==> config.mk <==
export PLATFORM = sky130hd
export DESIGN_NAME = rlta_cell
export DESIGN_NICKNAME = d
export VERILOG_FILES = /design/src/hw/rtl/rlta_pkg.sv /design/src/hw/rtl/rlta_cell.sv
export SDC_FILE = /design/constraint.sdc
export NUM_CORES = 1
export LEC_CHECK = 0
export BUFFER_PORTS_ARGS = -buffer_cell sky130_fd_sc_hd__buf_2
export CAP_MARGIN = 20
export CORE_MARGIN = 5
export CORE_UTILIZATION = 41
export CTS_CLUSTER_SIZE = 20
export DETAILED_ROUTE_END_ITERATION = 12
export PLACE_DENSITY = 0.74
export SYNTH_ARGS = -nofsm -noshare
export SYNTH_HDL_FRONTEND = slang
export SYNTH_SLANG_ARGS = --single-unit
export TNS_END_PERCENT = 10
==> constraint.sdc <==
create_clock -name clk -period 2.47 [get_ports clk]
set_clock_uncertainty 0.15 [all_clocks]
set_input_delay 0.6175 -clock clk [delete_from_list [all_inputs] [get_ports clk]]
set_output_delay 0.6175 -clock clk [all_outputs]
set_load 0.1 [all_outputs]
==> src/hw/rtl/rlta_pkg.sv <==
// ----------------------------------------------------------------------------
// rlta_pkg
// Shared sizes, request and status codes, and chain types for the run-length
// table with positional lookup.
// ----------------------------------------------------------------------------
package rlta_pkg;

  localparam int MAX_RUNS   = 256;
  localparam int VALUE_BITS = 16;
  localparam int IDX_W      = $clog2(MAX_RUNS);
  localparam int CNT_W      = $clog2(MAX_RUNS + 1);
  localparam int END_W      = 17;
  localparam int POS_W      = 16;
  localparam int DATA_W     = 16;

  localparam logic [END_W-1:0] ITEM_LIMIT = END_W'(65536);

  localparam logic [1:0] REQ_APPEND = 2'd0;
  localparam logic [1:0] REQ_LOOKUP = 2'd1;
  localparam logic [1:0] REQ_CLEAR  = 2'd2;

  localparam logic [2:0] ST_NEW    = 3'd0;
  localparam logic [2:0] ST_EXTEND = 3'd1;
  localparam logic [2:0] ST_ZERO   = 3'd2;
  localparam logic [2:0] ST_FULL   = 3'd3;
  localparam logic [2:0] ST_HIT    = 3'd4;
  localparam logic [2:0] ST_MISS   = 3'd5;
  localparam logic [2:0] ST_CLEAR  = 3'd6;

  typedef enum logic [1:0] {
    S_IDLE,
    S_SEARCH,
    S_REPLY
  } state_t;

  // search token walking the chain, one cell per cycle
  typedef struct packed {
    logic                  valid;
    logic                  done;
    logic [POS_W-1:0]      pos;
    logic [VALUE_BITS-1:0] value;
  } probe_t;

  // broadcast write to the selected cell
  typedef struct packed {
    logic                  val_we;
    logic                  end_we;
    logic [VALUE_BITS-1:0] val;
    logic [END_W-1:0]      end_pos;
  } cell_wr_t;

endpackage

==> src/hw/rtl/rlta_cell.sv <==
// ----------------------------------------------------------------------------
// rlta_cell
// One run of the table: its value and cumulative end position. Passes the
// search token on to the next cell every cycle, marking it on a hit.
// ----------------------------------------------------------------------------
module rlta_cell
  import rlta_pkg::*;
(
  input  logic     clk,
  input  logic     rst_n,
  input  logic     sel,
  input  cell_wr_t wr,
  input  probe_t   probe_in,
  output probe_t   probe_out
);

  logic [VALUE_BITS-1:0] val_r;
  logic [END_W-1:0]      end_r;
  probe_t                probe_r;
  probe_t                probe_nxt;

  always_ff @(posedge clk) begin
    if (sel && wr.val_we) begin
      val_r <= wr.val;
    end
    if (sel && wr.end_we) begin
      end_r <= wr.end_pos;
    end
  end

  // first cell whose end lies past the position holds it
  always_comb begin
    probe_nxt = probe_in;
    if (probe_in.valid && !probe_in.done && (END_W'(probe_in.pos) < end_r)) begin
      probe_nxt.done  = 1'b1;
      probe_nxt.value = val_r;
    end
  end

  always_ff @(posedge clk) begin
    if (!rst_n) begin
      probe_r.valid <= 1'b0;
    end else begin
      probe_r.valid <= probe_nxt.valid;
    end
    probe_r.done  <= probe_nxt.done;
    probe_r.pos   <= probe_nxt.pos;
    probe_r.value <= probe_nxt.value;
  end

  assign probe_out = probe_r;

endmodule

; Yosys cells after proc, flatten, opt, wreduce, memory -nomap -nowiden
; Cells that the tools add are included.
[op_classes]
n_lt_le_gt_ge = 1
muxes = 1
reduce_logical = 5
[ops]
columns = operator, n
row1 = 16-bit by 17-bit < comparator with 1-bit output, 1
row2 = 16-bit 2-to-1 mux, 1
row3 = 1-bit logical AND, 4
row4 = 1-bit zero test, 1
[totals]
reg_bits = 67
input_bits = 72
output_inout_bits = 34
elab_cells = 13

; Depth between registers and ports, before layout
; Gate-level depths: netlist of run 1.
[logic_depth]
ltp_word = 4
mapped_depth = 8
ltp_nobuf = 7

; Least setup slack after synthesis of run 1
; No wires, ideal clock.
[synth_timing]
path_type = input to register
start = input probe_in[20] (netlist bit)
end = register probe_r, in the netlist probe_out[10]
setup_time_ns = 0.121
arrival_time_ns = 2.325
required_time_ns = 2.199
setup_slack_ns = -0.126
stages = 7
path_buffers = 1
cell_sequence = ha_1 a21oi_2 o21ai_1 a311o_1 nor3_4 buf_12 mux2_4
[synth_lines]
columns = item, line_no
row1 = "start, declared", rlta_cell.sv:13  ; input probe_t probe_in,
row2 = "end, declared", rlta_cell.sv:19  ; probe_t probe_r;

==> metrics.yaml, run 1 <==
min_path_type: "input pin to flop"
post-route-util: 0.592
start_util: 0.423
worstReg2RegEnd: "probe_out[0]"
min_to: "probe_out[16]"
holdWs_ns: 0.244
syn_to_final_growth_pct: 40.2
synth_top_area_frac: 0.423
grt_pass1_vias: 1627
r2r-start: "end_r[2]"
fillCellCount: 454
crit_type: "flop to flop"
path_max_fanout: 17
maxCapViolCount: 0
ys_warn_count: 0
cts_buffers: 9
drive_gt1_frac: 0.566
worst_ir_drop_vdd_uv: 498
synth_compound_area_frac: 0.0369
globalplace.congestion: 0.686
worst_pin_slew_ns: 0.678
multiInputGateArea_um2: 681
crit_chain: "inv_1, ha_4, a21oi_1, o21ai_1, a311o_1, nor3_4, buf_12, mux2_2"
final-hold-violation-count: 0
dp_cells: 321
p_leak_nw: 1.49
synthMuxAreaShare: 0.0914
synth-edff-count: 33
synth-seq-area-share: 0.714
rows: 27
cts_tree: "yes"
die_area_um2: 7320
drtPass1Iterations: 4
cts_hold_buf: 0
synth_top_flop_cell: "dfxtp_1"
cts-resized-gates: 0
relSlewSlack: 0.548
rrSetupSlack_ns: 0.26
synth.area.top_cells: "edfxtp_1 42%, dfxtp_1 29%, ha_1 8.0%"
ys_top_cells_by_count: "34 x dfxtp_1, 33 x edfxtp_1, 15 x ha_1, 15 x inv_1, 9 x mux2_4"
fmax_mhz: 452
regArea_um2: 1670
cp_top_family: "compound AO/OA/AOI/OAI gates"
dieHeight_um: 85.6
gr-usage-all-layers: 0.135
cts.sinks: 67
synthAdderAreaFrac: 0.0802
port_buffers: 105
synth_most_common_cell: "dfxtp_1"
routed_wl_um: 4640
slowest_delay_ns: 0.37
synth-simple-area-share: 0.0449
cellPowerDensity_nw_per_um2: 852
rsz0062_at_grt: "false"
grt_max_degree: 18
slowest_stage: "edfxtp_1"
grt_overflow_total: 0
fin_nets: 347
dr.first_iter.drc_count: 22
yosys.cell_types.count: 27
wl_per_cell_um: 13.8
avgSynthCellArea_um2: 16.5
via_per_inst: 4.38
arrival_ns: 2.29
slew_violations: 0
vias: 1477
clk_latency_ns: 0.33
synth_cells: 142
status: "completed"
h-tree-depth: 3
worstRegToRegCells: 8
root_buffer: "clkbuf_8"
antenna_found_initial: 0
ant_nets: 0
instances_no_fill: 337
syn_nets: 229
crit_buf_inv: 2
whs_path_depth: 1
synth_seq_cells: 67
clk_path_buf_depth: 2
synth_xor_area_frac: 0
fin_crit_sh: 0.897
cp.required_ns: 2.54
synth_top_family_by_area: "multiplexers"
n_antenna_cell: 0
fin_crit_ns: 2.21
pin_count: 106
synthesis.area_um2: 2340
coreArea_um2: 5540
hpwl_um: 3640
cp-start-kind: "flop"
die_w_um: 85.6
yosys.area.top_type: "edfxtp_1"
total_power_mw: 2.80
endpoint_kind: "flop"
cts_setup_buffers: 0
clk_pin_slew_ns: 0.07
async_flop_share: 0
final-setup-viol-count: 0
drc: 0
hold_start: "probe_in[16]"
grt_first_pass_wirelength_um: 7480
[worst reg2reg max path, stage by stage (launching register included)]
cell and delay [ns]:
edfxtp_1 0.37, inv_1 0.10, ha_4 0.20, a21oi_1 0.14, o21ai_1 0.10, a311o_1 0.35
nor3_4 0.16, buf_12 0.19, mux2_2 0.35
[per-stage QoR]
stage / area (um^2) / setup WS [ns] / setup TNS, ns
after global placement: 3060 / -0.0479 / -0.468
after CTS: 3280 / 0.246 / 0
final: 3280 / 0.256 / 0
after global routing: 3280 / 0.138 / 0
after detailed placement: 3060 / -0.0937 / -1.10
after floorplan: 2430 / 0.0144 / 0
[state kept, by name, indices dropped and copies added, names as in the netlist]
register   flops
end_r         17
probe_out     34
val_r         16
[power breakdown]
| group | internal (mW) | leakage, nW | total, mW | switching [mW] |
|---|---|---|---|---|
| logic | 0.140 | 0.781 | 0.528 | 0.388 |
| clock network | 0.577 | 0.112 | 1.00 | 0.427 |
| registers | 1.25 | 0.597 | 1.26 | 0.0175 |
[cells by family after synthesis]
kind of cell | count (synthesis)
adders and majority gates | 15
buffers and inverters | 16
DFF | 67
and+or+nand+nor | 15
AOI/OAI and AO/OA | 13
muxes | 16
[cell usage in the layout (no fill, tap or decap), types with 2 or more instances in the layout]
| cell | instances |
|---|---|
| ha_1 | 8 |
| buf_4 | 2 |
| a21oi_1 | 5 |
| mux2_4 | 9 |
| edfxtp_1 | 33 |
| buf_2 | 105 |
| clkbuf_8 | 9 |
| nand3_1 | 2 |
| inv_6 | 3 |
| and2_1 | 3 |
| nand2b_1 | 2 |
| bufinv_16 | 2 |
| dfxtp_1 | 34 |
| mux2_2 | 7 |
| ha_4 | 7 |
| inv_1 | 15 |
[metal layers]
metal  GRT usage  up-vias  share of wire
met5           0        -              0
li1            -      744              -
met2       0.215       54           0.50
met1       0.161      672           0.40
met3      0.0509        7          0.079
met4      0.0647        0          0.015
[worst max-delay path by stage]
stage | start | to | cells past startpoint
floorplan | probe_in[19] | probe_out[10] | 7
CTS | end_r[15] | probe_out[4] | 8
global route | end_r[5] | probe_out[0] | 7
global placement | probe_in[21] | probe_out[2] | 7
finish | end_r[2] | probe_out[0] | 8
detailed placement | probe_in[31] | probe_out[3] | 8
[final cells by class]
type	instances	share of cell area
multi-input cells	59	0.207
repair buffers	108	0.171
flip-flops and latches	67	0.509
clock buffers	9	0.0377
clock inverters	7	0.0301
inverters	15	0.0172
well taps	72	0.0274
Note: power is estimated with default switching activity, not from simulation.
==> run 2, diff against run 1 <==
--- a/config.mk
+++ b/config.mk
@@ -7,11 +7,13 @@
 export LEC_CHECK = 0
 export BUFFER_PORTS_ARGS = -buffer_cell sky130_fd_sc_hd__buf_2
 export CAP_MARGIN = 20
+export CELL_PAD_IN_SITES_DETAIL_PLACEMENT = 1
+export CELL_PAD_IN_SITES_GLOBAL_PLACEMENT = 1
 export CORE_MARGIN = 5
-export CORE_UTILIZATION = 41
+export CORE_UTILIZATION = 36
 export CTS_CLUSTER_SIZE = 20
 export DETAILED_ROUTE_END_ITERATION = 12
-export PLACE_DENSITY = 0.74
+export PLACE_DENSITY_LB_ADDON = 0.1
 export SYNTH_ARGS = -nofsm -noshare
 export SYNTH_HDL_FRONTEND = slang
 export SYNTH_SLANG_ARGS = --single-unit
==> constraint.sdc (replaced) <==
create_clock -name clk -period 2.3 [get_ports clk]
set_clock_uncertainty 0.15 [all_clocks]
set_input_delay 0.575 -clock clk [delete_from_list [all_inputs] [get_ports clk]]
set_output_delay 0.575 -clock clk [all_outputs]
set_load 0.1 [all_outputs]
==> run 2 against run 1 <==
  * Fmax decreased by 1.3%
  * Register-to-register slack got worse by 0.20 ns
  * Setup slack lost 0.20 ns
  * Design area shrank 1.1%
  * Die area increased by 12%
  * Sequential share of layout area rose by 0.57 points
  * Critical path type unchanged
  * Largest power group unchanged
  * Non-clock buffer count is 4 higher
==> metrics.yaml, run 2 (same netlist as run 1, synthesis figures left out) <==
finalInstanceArea_um2: 3250  # was 3280 um^2
fin_nets: 351  # was 347
p_leak_nw: 1.48  # was 1.49 nW
arrival_ns: 2.31  # was 2.29 ns
mostFrequentLayoutCells: "105 x buf_2, 34 x dfxtp_1, 33 x edfxtp_1, 15 x inv_1"  # unchanged
worstRegToRegCells: 7  # was 8
syn_to_final_growth_pct: 38.6  # was 40.2%
worst_pin_slew_ns: 0.498  # was 0.678 ns
cp.required_ns: 2.37  # was 2.54 ns
grt_pass1_vias: 1764  # was 1627
worstReg2RegEnd: "probe_out[14]"  # was probe_out[0]
slew_violations: 0  # unchanged
die_area_um2: 8220  # was 7320 um^2
crit_chain: "inv_1, ha_4, and4_1, a311o_1, nor3_4, buf_4, mux2_4"  # was inv_1, ha_4, a21oi_1, o21ai_1, a311o_1, nor3_4, buf_12, mux2_2
rows: 29  # was 27
dieHeight_um: 90.6  # was 85.6 um
largest_reg_flops: 34  # unchanged
pin_count: 106  # unchanged
vias: 1533  # was 1477
post-route-util: 0.511  # was 0.592
relSlewSlack: 0.670  # was 0.548
grt_first_pass_wirelength_um: 8050  # was 7480 um
cts_hold_buf: 0  # unchanged
routed_wl_um: 4960  # was 4640 um
maxCapViolCount: 0  # unchanged
endpoint_kind: "flop"  # unchanged
fin_crit_sh: 0.976  # was 0.897
grt_max_degree: 18  # unchanged
die_w_um: 90.6  # was 85.6 um
power_frac_seq: 0.496  # was 0.452
switching_share: 0.313  # was 0.298
gr-usage-all-layers: 0.126  # was 0.135
cellPowerDensity_nw_per_um2: 842  # was 852 nW/um^2
drc: 0  # unchanged
via_per_inst: 4.43  # was 4.38
port_buffers: 105  # unchanged
clock_power_share: 0.294  # was 0.359
switchingPower_mw: 0.855  # was 0.832 mW
start_util: 0.369  # was 0.423
r2r-start: "end_r[8]"  # was end_r[2]
grt_overflow_total: 0  # unchanged
final-setup-viol-count: 0  # unchanged
startpoint: "end_r[8]"  # was end_r[2]
cts_setup_buffers: 0  # unchanged
crit_type: "flop to flop"  # unchanged
cp-start-kind: "flop"  # unchanged
root_buffer: "clkbuf_8"  # unchanged
p_int_mw: 1.88  # was 1.96 mW
slowest_delay_ns: 0.39  # was 0.37 ns
fin_crit_ns: 2.24  # was 2.21 ns
fmax_mhz: 446  # was 452 MHz
pwr-share-comb: 0.210  # was 0.189
clk_pin_slew_ns: 0.08  # was 0.07 ns
globalplace.congestion: 0.734  # was 0.686
ant_nets: 0  # unchanged
cts_buffers: 9  # unchanged
crit_end: "probe_out[14]"  # was probe_out[0]
slowest_stage: "a311o_1"  # was edfxtp_1
total_power_mw: 2.73  # was 2.80 mW
min_path_type: "input pin to flop"  # unchanged
rrSetupSlack_ns: 0.06  # was 0.26 ns
placed_area_um2: 3080  # was 3060 um^2
clk_path_buf_depth: 2  # unchanged
dr.first_iter.drc_count: 28  # was 22
path_max_fanout: 7  # was 17
cts-resized-gates: 0  # unchanged
layout_commonest_cell: "buf_2"  # unchanged
worst_ir_drop_vdd_uv: 411  # was 498 uV
cts.sinks: 67  # unchanged
drive_gt1_frac: 0.565  # was 0.566
rsz0062_at_grt: "true"  # was false
h-tree-depth: 3  # unchanged
final-hold-violation-count: 0  # unchanged
wl_per_cell_um: 14.3  # was 13.8 um
status: "completed"  # unchanged
antenna_found_initial: 0  # unchanged
hold_start: "probe_in[16]"  # unchanged
hpwl_um: 3930  # was 3640 um
clk_latency_ns: 0.33  # about the same
coreArea_um2: 6350  # was 5540 um^2
n_antenna_cell: 0  # unchanged
drtPass1Iterations: 4  # unchanged
cts_tree: "yes"  # unchanged
-- run 2: area by class of cell --
cell class,count,area [um^2]
Fill cell,673,3100
Multi-Input combinational cell,59,682
Sequential cell,67,1670
Clock inverter,5,30.0
Timing Repair Buffer,112,578
Tap cell,77,96.3
Clock buffer,11,131
Inverter,15,56.3
-- run 2: per-stage QoR --
stage | setup TNS, ns | std cells | hold WS, ns | setup WS, ns
finish | 0 | 346 | 0.204 | 0.0563
global route | -1.10 | 346 | 0.190 | -0.0883
CTS | 0 | 346 | 0.186 | 0.00111
detailed placement | -3.81 | 330 | 0.311 | -0.245
global placement | -3.36 | 330 | 0.302 | -0.215
floorplan | -0.807 | 142 | 0.298 | -0.0896
-- run 2: power groups by stage --
| stage | combinational (mW) | sequential (mW) | clock [mW] |
|---|---|---|---|
| 6_report | 0.575 | 1.36 | 0.803 |
| 5_1_grt | 0.611 | 1.36 | 0.895 |
| 2_1_floorplan | 0.122 | 1.69 | 0 |
| 3_5_place_dp | 0.579 | 1.38 | 0 |
| 4_1_cts | 0.582 | 1.36 | 0.836 |
| 3_3_place_gp | 0.575 | 1.38 | 0 |
-- run 2: critical path: cells and delay by family (launching register included) --
kind | cells | cell delay [ns]
AO/OA/AOI/OAI | 1 | 0.39
flip-flops | 1 | 0.38
AND/OR/NAND/NOR | 2 | 0.37
buffers and inverters | 2 | 0.34
multiplexers | 1 | 0.31
adder cells (fa/ha/maj) | 1 | 0.21
-- run 2: how the worst min path moves through the flow --
stage / end / cells after the start
2_1_floorplan: probe_out[0] / 1
3_3_place_gp: probe_out[3] / 1
3_5_place_dp: probe_out[6] / 1
4_1_cts: probe_out[16] / 1
5_1_grt: probe_out[16] / 1
6_report: probe_out[16] / 1
-- run 2: metal layers --
metal  vias to the layer above  global-route usage  share of wire
li1                        756                   -              -
met1                       708               0.140           0.40
met2                        60               0.211           0.50
met3                         9              0.0475          0.076
met4                         0              0.0633          0.022
met5                         -                   0              0
